[config.mk]
export PLATFORM = sky130hd
export DESIGN_NAME = troff_escape_stripper_top
export DESIGN_NICKNAME = d
export VERILOG_FILES = /design/src/hdl/tes_pkg.sv /design/src/hdl/troff_escape_stripper_top.sv
export SDC_FILE = /design/constraint.sdc
export NUM_CORES = 1
export LEC_CHECK = 0
export ABC_AREA = 1
export BUFFER_PORTS_ARGS = -buffer_cell sky130_fd_sc_hd__buf_2
export CORE_UTILIZATION = 40
export DETAILED_ROUTE_END_ITERATION = 12
export GPL_ROUTABILITY_DRIVEN = 0
export PLACE_DENSITY_LB_ADDON = 0.08
export SYNTH_ARGS = -nofsm -noshare
export SYNTH_HDL_FRONTEND = slang
export SYNTH_SLANG_ARGS = --single-unit
export TNS_END_PERCENT = 100
[constraint.sdc]
create_clock -name clk -period 3 [get_ports clk]
set_input_delay 0.3 -clock clk [delete_from_list [all_inputs] [get_ports clk]]
set_output_delay 0.3 -clock clk [all_outputs]
set_load 0.005 [all_outputs]
[src/hdl/tes_pkg.sv]
package tes_pkg;

	typedef struct packed {
		logic [7:0] in_char;
		logic       in_last;
	} in_t;

	typedef struct packed {
		logic [7:0] out_char;
		logic       has_char;
		logic       out_last;
	} out_t;

	localparam logic [7:0] CH_BSLASH = 8'h5C;
	localparam logic [7:0] CH_E      = 8'h65;
	localparam logic [7:0] CH_O      = 8'h6F;
	localparam logic [7:0] CH_PAREN  = 8'h28;

	localparam logic [2:0] MODE_NORMAL = 3'd0;
	localparam logic [2:0] MODE_ESC    = 3'd1;
	localparam logic [2:0] MODE_DELIM  = 3'd2;
	localparam logic [2:0] MODE_SKIP2  = 3'd3;
	localparam logic [2:0] MODE_SKIP1  = 3'd4;

	function automatic logic is_letter(input logic [7:0] c);
		return ((c >= 8'h41) && (c <= 8'h5A)) || ((c >= 8'h61) && (c <= 8'h7A));
	endfunction

endpackage

[src/hdl/troff_escape_stripper_top.sv]
// Escape stripper: removes typesetter escapes and overstrike marks from a
// character stream, one byte per word.
// Input channel item_valid/item_ready/item carries one character and a flag
// marking the last character of a string. Output channel
// result_valid/result_ready/result carries a kept character (has_char) and
// the end-of-string flag. A word that keeps nothing and is not last gives
// no result word; the last word of a string always gives one.
// Throughput: one word per cycle while the receiver takes results or the
// word gives no result. The scan mode and delimiter registers are read
// and updated in the same cycle, which sets that figure. An accepted word
// is registered in the input stage; its result is then registered in the
// result register and shown from there. Reset clears both stages and
// returns to normal mode with no overstrike. When the receiver stalls, the
// result register holds; the input stage keeps moving while its word gives
// no result, else it holds and item_ready drops.
module troff_escape_stripper_top (
	input  logic              clk,
	input  logic              arst_n,
	input  logic              item_valid,
	output logic              item_ready,
	input  tes_pkg::in_t      item,
	output logic              result_valid,
	input  logic              result_ready,
	output tes_pkg::out_t     result
);

	logic          s1_valid_s1;
	tes_pkg::in_t  s1_item_s1;
	logic          out_valid_q;
	tes_pkg::out_t out_data_q;
	logic [2:0]    mode_q;
	logic [7:0]    delim_q;

	logic [2:0]    mode_nx;
	logic [7:0]    delim_nx;
	logic          keep;
	logic [7:0]    oc;
	logic          produce;
	logic          out_free;
	logic          s1_go;
	logic [7:0]    c;
	logic          in_ovs;
	logic          plain_ok;

	assign c        = s1_item_s1.in_char;
	assign in_ovs   = (delim_q != 8'h00);
	assign plain_ok = !in_ovs || tes_pkg::is_letter(c);

	always_comb begin
		mode_nx  = tes_pkg::MODE_NORMAL;
		delim_nx = delim_q;
		keep     = 1'b0;
		oc       = 8'h00;
		case (mode_q)
			tes_pkg::MODE_ESC: begin
				if (in_ovs && (c == delim_q)) begin
					keep = 1'b1;
					oc   = c;
				end else if ((c == tes_pkg::CH_BSLASH) || (c == tes_pkg::CH_E)) begin
					keep = 1'b1;
					oc   = tes_pkg::CH_BSLASH;
				end else if (c == tes_pkg::CH_O) begin
					mode_nx = tes_pkg::MODE_DELIM;
				end else if (c == tes_pkg::CH_PAREN) begin
					if (in_ovs) begin
						mode_nx = tes_pkg::MODE_SKIP2;
					end else begin
						keep = 1'b1;
						oc   = c;
					end
				end else if (plain_ok) begin
					keep = 1'b1;
					oc   = c;
				end
			end
			tes_pkg::MODE_DELIM: begin
				delim_nx = c;
			end
			tes_pkg::MODE_SKIP2: begin
				mode_nx = tes_pkg::MODE_SKIP1;
			end
			tes_pkg::MODE_SKIP1: begin
				mode_nx = tes_pkg::MODE_NORMAL;
			end
			default: begin
				if (c == tes_pkg::CH_BSLASH) begin
					mode_nx = tes_pkg::MODE_ESC;
				end else if (in_ovs && (c == delim_q)) begin
					delim_nx = 8'h00;
				end else if (plain_ok) begin
					keep = 1'b1;
					oc   = c;
				end
			end
		endcase
		// end of string: back to reset state
		if (s1_item_s1.in_last) begin
			mode_nx  = tes_pkg::MODE_NORMAL;
			delim_nx = 8'h00;
		end
	end

	assign produce    = keep || s1_item_s1.in_last;
	assign out_free   = !out_valid_q || result_ready;
	assign s1_go      = s1_valid_s1 && (out_free || !produce);
	assign item_ready = !s1_valid_s1 || s1_go;

	always_ff @(posedge clk or negedge arst_n) begin
		if (!arst_n) begin
			s1_valid_s1 <= 1'b0;
			out_valid_q <= 1'b0;
			mode_q      <= tes_pkg::MODE_NORMAL;
			delim_q     <= 8'h00;
		end else begin
			if (item_ready) begin
				s1_valid_s1 <= item_valid;
			end
			if (s1_go) begin
				mode_q  <= mode_nx;
				delim_q <= delim_nx;
			end
			if (out_free) begin
				out_valid_q <= s1_go && produce;
			end
		end
	end

	always_ff @(posedge clk) begin
		if (item_ready && item_valid) begin
			s1_item_s1 <= item;
		end
		if (s1_go && produce && out_free) begin
			out_data_q.out_char <= oc;
			out_data_q.has_char <= keep;
			out_data_q.out_last <= s1_item_s1.in_last;
		end
	end

	assign result_valid = out_valid_q;
	assign result       = out_data_q;

`ifndef NO_ASSERTIONS
	a_s1_hold: assert property (@(posedge clk) disable iff (!arst_n)
		(s1_valid_s1 && !s1_go) |=> s1_valid_s1)
		else $error("input stage word lost while stalled");

	a_mode_code: assert property (@(posedge clk) disable iff (!arst_n)
		mode_q <= tes_pkg::MODE_SKIP1)
		else $error("scan mode left its code range");

	a_result_reason: assert property (@(posedge clk) disable iff (!arst_n)
		result_valid |-> (result.has_char || result.out_last))
		else $error("result word with neither character nor end flag");

	a_no_char_zero: assert property (@(posedge clk) disable iff (!arst_n)
		(result_valid && !result.has_char) |-> (result.out_char == 8'h00))
		else $error("empty result carries a character");

	a_last_clears: assert property (@(posedge clk) disable iff (!arst_n)
		(s1_go && s1_item_s1.in_last) |=>
		((mode_q == tes_pkg::MODE_NORMAL) && (delim_q == 8'h00)))
		else $error("state not cleared after end of string");
`endif

endmodule
Word-level counts from Yosys, hierarchy flattened
Cells that the tools add are included.
{ "totals": {"out_inout_bits": 12, "register_bits": 32, "inputBits": 13, "word_cells": 78} }
{ "classes": {"n_lt_le_gt_ge": 4, "n_reduce_logical": 24, "mux": 30, "n_eq_ne": 11} }
{ "op_table": {"columns": ["cell", "count"], "rows": [
  ["8-bit two-way mux", 11],
  ["8-bit one-hot mux with 2 select lines", 2],
  ["8-bit by 7-bit == test with 1-bit output, second input constant", 3],
  ["8-bit by 7-bit greater-or-equal comparator with 1-bit output, second input constant", 2],
  ["8-bit by 7-bit less-or-equal comparator with 1-bit output, second input constant", 2],
  ["2-bit two-way mux", 5],
  ["1-bit two-way mux", 9],
  ["3-bit one-hot mux with 3 select lines", 1],
  ["8-bit by 6-bit == test with 1-bit output, second input constant", 1],
  ["8-bit == test", 1],
  ["8-bit nonzero test", 1],
  ["1-bit logical AND", 7],
  ["1-bit logical OR", 7],
  ["3-bit by 2-bit == test with 1-bit output, second input constant", 2],
  ["3-bit OR reduction", 2],
  ["1-bit zero test", 4],
  ["4-bit AND reduction", 1],
  ["3-bit by 1-bit == test with 1-bit output, second input constant", 1],
  ["3-bit == test, second input constant", 1],
  ["3-bit two-way mux", 1],
  ["3-bit by 2-bit != test with 1-bit output, second input constant", 1],
  ["3-bit nonzero test", 1],
  ["2-bit by 1-bit != test with 1-bit output, second input constant", 1],
  ["1-bit one-hot mux with 2 select lines", 1],
  ["2-bit OR reduction", 1]
]} }

Longest topological paths before layout
Gate-level depths: netlist of the first run.
{ "logic_depth": {"depth_word": 16, "ltp_mapped": 14, "depth_no_buf": 13} }

Worst setup path before layout of the first run
Ideal clock, no wire load.
{ "synth_path": {"path_type": "reg2reg", "startpoint": "register s1_item_s1 (netlist bit c[1])", "endpoint": "register out_data_q (netlist bit result[0]), enable pin", "required_time_ns": 2.666, "setup_slack_ns": 1.004, "stages_incl_launch_ff": 13, "path_buffers": 1, "synth_period_minus_slack_ns": 1.996, "arrival_time_ns": 1.662, "setup_ns": 0.334, "cell_sequence": "edfxtp_1 > nor2_2 > nand3_1 > nand3_2 > nand2_1 > nand2_2 > nand3_2 > nand2_2 > nand3_4 > nand2_4 > buf_12 > nand3_2 > inv_1"} }
{ "synth_via": {"elab_chain_cells": 16, "elab_cells_between_ends": 29, "cone_classes": "4 x order compare; 5 x eq/ne; 8 x mux; 12 x reduce/logical"} }
{ "synth_rtl": {"columns": ["item", "line_no", "source"], "rows": [
  ["start, declared", "troff_escape_stripper_top.sv:28", "tes_pkg::in_t s1_item_s1;"],
  ["start signal, assigned", "troff_escape_stripper_top.sv:130", "s1_item_s1 <= item;"],
  ["8-bit by 7-bit greater-or-equal comparator with 1-bit output / 8-bit by 7-bit less-or-equal comparator with 1-bit output (equally long branches)", "tes_pkg.sv:26", "return ((c >= 8'h41) && (c <= 8'h5A)) || ((c >= 8'h61) && (c <= 8'h7A));"],
  ["1-bit logical AND", "tes_pkg.sv:26", null],
  ["1-bit logical OR", "tes_pkg.sv:26", null],
  ["1-bit logical OR", "troff_escape_stripper_top.sv:47", "assign plain_ok = !in_ovs || tes_pkg::is_letter(c);"],
  ["1-bit two-way mux", "troff_escape_stripper_top.sv:71, troff_escape_stripper_top.sv:90", null],
  ["1-bit two-way mux", "troff_escape_stripper_top.sv:64", "end else if (c == tes_pkg::CH_PAREN) begin"],
  ["1-bit two-way mux", "troff_escape_stripper_top.sv:62", "end else if (c == tes_pkg::CH_O) begin"],
  ["1-bit two-way mux", "troff_escape_stripper_top.sv:59", "end else if ((c == tes_pkg::CH_BSLASH) || (c == tes_pkg::CH_E)) begin"],
  ["1-bit two-way mux", "troff_escape_stripper_top.sv:56", "if (in_ovs && (c == delim_q)) begin"],
  ["1-bit one-hot mux with 2 select lines *", "troff_escape_stripper_top.sv:54", "case (mode_q)"],
  ["1-bit logical OR *", "troff_escape_stripper_top.sv:103", "assign produce = keep || s1_item_s1.in_last;"],
  ["1-bit zero test", "troff_escape_stripper_top.sv:105", "assign s1_go = s1_valid_s1 && (out_free || !produce);"],
  ["1-bit logical OR", "troff_escape_stripper_top.sv:105", null],
  ["1-bit logical AND", "troff_escape_stripper_top.sv:105", null],
  ["1-bit logical AND * (2 in a row)", "troff_escape_stripper_top.sv:132", "if (s1_go && produce && out_free) begin"],
  ["end, declared", "troff_escape_stripper_top.sv:30", "tes_pkg::out_t out_data_q;"]
]} }
Mark *: on every way between the ends. The rest lies on a longest branch, timed or not.
A chain may end at the register's enable or synchronous reset.

Worst setup path in the final report of the first run
{ "layout_path": {"startpoint": "register s1_item_s1 (netlist bit c[7])", "endpoint": "register out_data_q (netlist bit result[5]), enable pin"} }
The elaborated chain is that of the path after synthesis.

==> run summary, run 1 <==
Status = finished, final reports clean
Setup Fix Bufs, Post-CTS = 0
GR Util All Layers = 19.7%
Syn nets = 212
Root Driver = clkbuf_8
DRT Wirelength = 3.76 mm
CP startpoint kind = flip-flop
Type of the most critical hold path = primary input to flip-flop
Post-Synthesis Cells = 199
Area delta synth->final = 14.3%
RSZ-0062 raised after global routing = false
Layout cell share with drive strength beyond 1 = 26.1%
Global routing's busiest layer = met2
Vias per cell = 5.06
DR vias = 1418
Slew HR = 62.4%
CTS tree = yes
Maximum vdd drop = 0.000212 V
Core Region = 4120 sq um
Tot Pwr = 0.967 mW
DR pass1 iterations = 4
TritonCTS buffer count = 5
Vias in the first global route = 1391
Synth Warn # = 0
CP Cell Sequence = inv_1, nand2_2, nor2_1, nand4_1, nand2_2, nand3_2, nand2_2, nand3_4, nand2_4, nand3_2, inv_1
Layout fillers = 404
Clock Pin Slew Worst Setup and Hold Paths = 0.07 ns
Initial antenna violation count = 0
Routed Antenna Nets = 0
DRT iter0 DRCs = 96
Netlist cell types = 24
Clk_lat worst skew = 0.28 ns
Post-synth top area share = 32.4%
Max-capacitance violation count = 0
CP arrival = 2.23 ns
Finished Layout Cells = 280
Fin. max-slew vios = 0
Final hold vios = 0
Max clock buf depth = 2
Initial Util = 42.7%
Tmin final = 2.29 ns
DR WL/cell = 13.4 um
Worst Tran Pin Value = 0.563 ns
Post-synthesis area per instance = 8.84 sq um
Clock skew = 0.00656 ns
Area of the multi-input gates = 738 sq um
# hold bufs at CTS = 1
Mapped Area = 1760 sq um
DP Cell Count = 271
WP buf/inv = 2
Synth area leaders = edfxtp_1, dfrtp_1, nand2_1
DIE AREA = 4670 sq um
Chip height = 68.3 um
Setup violations, final = 0
Largest net degree at the start of global routing = 14
Post-cts sizing count = 0
Hpwl dp = 2.93 mm
Critical path's slowest cell = edfxtp_1
Routing usage on met2 = 31.1%
Register area = 896 sq um
CP Max Fanout = 11
CP Capture Type = flip-flop
Cell repeated most along the worst path = nand2_2
WS Path Type = flip-flop to flip-flop
First-pass GRT wire length = 6.35 mm
CP top delay family = simple AND/OR/NAND/NOR gates
Grt ovf = 0
Met1 Track Usage GR = 23.3%
Setup tns final = 0 ns
Diode count = 0
FMAX = 437 MHz
PwrDens = 481 nW/um^2
H-tree Lvls = 2
Lkg Pwr = 0.937 nW
Rows = 23
Req. time, crit path = 2.95 ns
Largest area contributor in the netlist = edfxtp_1
Seq/Total Area, Yosys = 50.9%
DRC = 0
I/O pins = 25
CTS Sinks = 32
Final net count = 242
Port bufs = 24
Die W = 68.3 um
Met3 Usage GRT = 6.33%
Largest stage delay, worst path = 0.43 ns
Final Cycle Share = 76.2%
Yosys reg bits = 32
## registers in the layout, indices dropped and copies added, names as in the netlist
| signal | count |
|---|---|
| result | 10 |
| c | 8 |
| delim_q | 8 |
| mode_q | 3 |
| result_valid | 1 |
| s1_item_s1 | 1 |
| s1_valid_s1 | 1 |
## report_power, final
part	internal, mW	switching [mW]
clock	0.157	0.150
combinational	0.0435	0.0847
sequential	0.505	0.0261
## cells by family (layout without fill, tap and decap cells)
group           count (synthesis)  after routing  share of synthesized area [%]
compound gates                 11             11                           3.77
xor+xnor                        3              3                           1.49
buf+inv                        29             60                           7.11
flops                          32             32                           50.9
simple gates                  124            124                           36.7
## Yosys cell counts
master,n
nor2_2,3
clkbuf_1,1
nor3_4,1
buf_12,1
nand2_2,8
nand2_4,1
inv_2,4
nand3_4,3
dfrtp_1,13
o21ai_1,3
clkinv_1,1
o21ai_0,2
edfxtp_1,19
inv_1,22
xnor2_1,3
a21oi_1,3
nand4_1,14
nor3_1,1
nand3_1,6
nand2_1,56
o21ai_2,3
nor2_1,25
nand3_2,5
nand2_8,1
## placed cells by master, fill, tap and decap left out
cell type and instances:
dfrtp_1 13, nand3_4 3, nor2_1 25, nor3_1 1, xnor2_1 3, nand2_8 1
o21ai_1 3, clkbuf_8 5, nand4_1 14, nor2_2 3, clkinv_2 2, nand2_1 56
a21oi_1 3, clkinv_1 2, nand3_1 6, o21ai_0 2, nor3_4 1, o21ai_2 3
nand3_2 5, nand2_4 1, dlygate4sd3_1 1, inv_1 22, buf_2 24, nand2_2 8
inv_2 4, edfxtp_1 19
## per-layer routing
metal	vias to the layer above	share of wire, %
met3	13	5.7
met5	-	0
li1	708	-
met4	0	2.9
met2	54	50
met1	643	41
## area by class of cell
| cell class | count | area share (%) |
|---|---|---|
| Tap cell | 50 | 3.11 |
| Inverter | 27 | 5.04 |
| Sequential cell | 32 | 44.6 |
| Multi-Input combinational cell | 138 | 36.7 |
| Clock buffer | 5 | 3.42 |
| Clock inverter | 3 | 0.685 |
| Timing Repair Buffer | 25 | 6.47 |
## per-stage QoR
| stage | hold WS, ns | util (%) | cell area (sq um) | setup slack [ns] |
|---|---|---|---|---|
| floorplan | 0.00441 | - | 1760 | 1.00 |
| global placement | 0.196 | 46.6 | 1920 | 0.785 |
| detailed placement | 0.202 | 46.6 | 1920 | 0.721 |
| CTS | 0.180 | 48.9 | 2010 | 0.699 |
| global route | 0.173 | 48.9 | 2010 | 0.486 |
| finish | 0.188 | 48.9 | 2010 | 0.713 |
## final timing paths
path | start | endpoint | slack (ns) | cells past startpoint
worst max-delay path | c[7] | result[5] | 0.71 | 11
worst min-delay path | item[6] | c[5] | 0.19 | 1
worst max register to register | c[7] | result[5] | 0.71 | 11
worst min register to register | s1_item_s1[0] | result[0] | 0.48 | 0
max in group asynchronous | arst_n | delim_q[6] | 2.34 | 2
min in group asynchronous | arst_n | mode_q[0] | 0.43 | 2
Power figures use the tool's default switching activity.
==> run 2: changes to the inputs <==
- clock period: 3 -> 2.1 ns (I/O delays scaled with it)
==> run 2 against run 1 <==
Total power up 65%. Cell area rose by 11%. Clock power rose by 88%. Combinational power is 110% higher. Largest cell class unchanged. Critical endpoint is now item_ready.
==> run summary, run 2 (same netlist as run 1, synthesis figures left out) <==
DR pass1 iterations = 4 (unchanged)
WS Path Type = flip-flop to primary output
Largest net degree at the start of global routing = 14 (unchanged)
P_int = 1.19 mW (+69%)
Switching power = 0.404 mW (+55%)
GR Util All Layers = 19.7% (about the same)
Root Driver = clkbuf_8
Clk pwr share = 36.2% (+4.4 points)
CP startpoint kind = flip-flop
Vias in the first global route = 1370 (-1.5%)
Cell repeated most along the worst path = nand3_4
Combinational share of power = 17.0% (+3.7 points)
Tmin final = 2.03 ns
Final worst slack = 0.0683 ns (-0.645 ns)
H-tree Lvls = 2 (unchanged)
CP Max Fanout = 4 (-7)
Clock skew = 0.00691 ns (+0.000351 ns)
DP Cell Count = 277 (+2.2%)
Register-to-register setup slack = 0.14 ns (-0.57 ns)
DR vias = 1447 (+2.0%)
Area of the multi-input gates = 768 sq um (+4.1%)
Final hold vios = 0 (unchanged)
Clk_lat worst skew = 0.29 ns (about the same)
Final Cycle Share = 96.7%
Max FFs per register = 10 (unchanged)
Fin. max-slew vios = 0 (unchanged)
TritonCTS buffer count = 5 (unchanged)
Commonest non-fill, non-tap cell in the layout = nand2_1
DRT Wirelength = 3.94 mm (+4.9%)
RSZ-0062 raised after global routing = true
Layout fillers = 390 (-3.5%)
Max clock buf depth = 2 (unchanged)
I/O pins = 25 (unchanged)
Worst Tran Pin Value = 0.384 ns (-0.179 ns)
Port bufs = 24 (unchanged)
Finished Layout Cells = 297 (+6.1%)
Slew HR = 74.3% (+12 points)
Initial Util = 42.7% (unchanged)
CTS Sinks = 32 (unchanged)
Grt ovf = 0 (unchanged)
WP buf/inv = 3 (+1)
CP arrival = 1.82 ns (-0.41 ns)
Crit path launch = c[1]
Vias per cell = 4.87 (-3.8%)
Most frequent cells in the layout = nand2_1, nor2_1, buf_2
Req. time, crit path = 1.89 ns (-1.06 ns)
DRC = 0 (unchanged)
Die W = 68.3 um (unchanged)
Sw frac = 25.4% (-1.6 points)
PwrDens = 714 nW/um^2 (+48%)
DR WL/cell = 13.3 um (-1.1%)
FMAX = 492 MHz
Type of the most critical hold path = primary input to flip-flop
Routed Antenna Nets = 0 (unchanged)
DIE AREA = 4670 sq um (unchanged)
Largest stage delay, worst path = 0.48 ns (+0.05 ns)
CP Cell Sequence = inv_2, buf_4, nand4_1, nor2_1, nor2_2, nand3_2, nand2_2, nand3_4, nand3_4, buf_6
Area delta synth->final = 26.9%
Setup tns final = 0 ns (unchanged)
Register share of total power = 46.8% (-8.2 points)
R2R depth = 10 (-1)
First-pass GRT wire length = 6.41 mm (+0.98%)
Hpwl dp = 3.05 mm (+4.0%)
Critical path's slowest cell = edfxtp_1
Chip height = 68.3 um (unchanged)
Max-capacitance violation count = 0 (unchanged)
Placement-stage worst setup slack = 0.0256 ns (-0.695 ns)
DRT iter0 DRCs = 78 (-19%)
Maximum vdd drop = 0.000378 V (+79%)
Layout cell share with drive strength beyond 1 = 34.4% (+8.3 points)
CP top delay family = simple AND/OR/NAND/NOR gates
Status = finished, final reports clean
CP Capture Type = primary output
Critical path depth = 10 (-1)
Dpl cell area = 1990 sq um (+3.7%)
Core Region = 4120 sq um (unchanged)
Register area = 896 sq um (unchanged)
Final Instance Area = 2230 sq um (+11%)
Final net count = 259 (+7.0%)
Setup violations, final = 0 (unchanged)
CTS tree = yes
CP Capture Point = item_ready
Rows = 23 (unchanged)
Clock Pin Slew Worst Setup and Hold Paths = 0.07 ns (about the same)
Lkg Pwr = 1.04 nW (+11%)
Reg-to-Reg End = result[9]
Initial antenna violation count = 0 (unchanged)
Diode count = 0 (unchanged)
Worst R2R Start = c[2]
[run 2: cell types whose count changed in the layout (fill, tap and decap cells not counted), sizes merged]
cell    change
clkinv      -2
bufinv      +1
clkbuf      +1
buf        +17
[run 2: cell type report]
cell class	instances	area share, %
clock buffer	6	3.25
clock inverter	2	1.57
inverter	27	4.54
multi-input combinational	138	34.4
sequential	32	40.1
tap	50	2.80
timing repair buffer	42	13.3
[run 2: worst min-delay path by stage]
stage | from | end | cells after the start
2_1_floorplan | arst_n | delim_q[0] | 0
3_3_place_gp | arst_n | mode_q[0] | 1
3_5_place_dp | arst_n | mode_q[2] | 1
4_1_cts | item[2] | c[1] | 1
5_1_grt | item[7] | c[6] | 1
6_report | item[2] | c[1] | 1
[run 2: metal layers]
metal  share of wire (%)  global-route usage [%]
met5                   0                       0
met4                 2.5                    9.38
met3                 3.9                    5.50
met2                  50                    32.7
met1                  43                    23.4
[run 2: stage by stage]
step | power (mW) | hold WS, ns | util, %
floorplan | 0.893 | -0.0856 | -
global placement | 0.991 | 0.106 | 48.3
detailed placement | 0.995 | 0.117 | 48.3
CTS | 1.58 | 0.0861 | 51.5
global route | 1.67 | 0.0778 | 54.2
finish | 1.59 | 0.0931 | 54.2
[run 2: worst register-to-register path, stage by stage, from the launching register on]
cell and delay (ns):
edfxtp_1 0.48, xnor2_1 0.21, nand2_1 0.08, nor2_2 0.15, nand3_4 0.12, nand3_2 0.12
nand3_4 0.12, nand2_4 0.10, nand3_2 0.08, inv_2 0.09, buf_12 0.13
[run 2: power groups by stage]
| stage | Combinational [mW] | Sequential, mW | Clock, mW |
|---|---|---|---|
| floorplan | 0.130 | 0.764 | 0 |
| detailed placement | 0.235 | 0.760 | 0 |
| global placement | 0.233 | 0.758 | 0 |
| CTS | 0.243 | 0.745 | 0.589 |
| global route | 0.298 | 0.752 | 0.623 |
| finish | 0.271 | 0.746 | 0.577 |
[run 2: repair_timing]
item,in CTS,in global routing
hold endpoints to repair,13,0
endpoints found under the setup margin,1,25
hold buffers,1,0
setup buffers,2,9
resized for setup,1,13
pin swaps,0,6
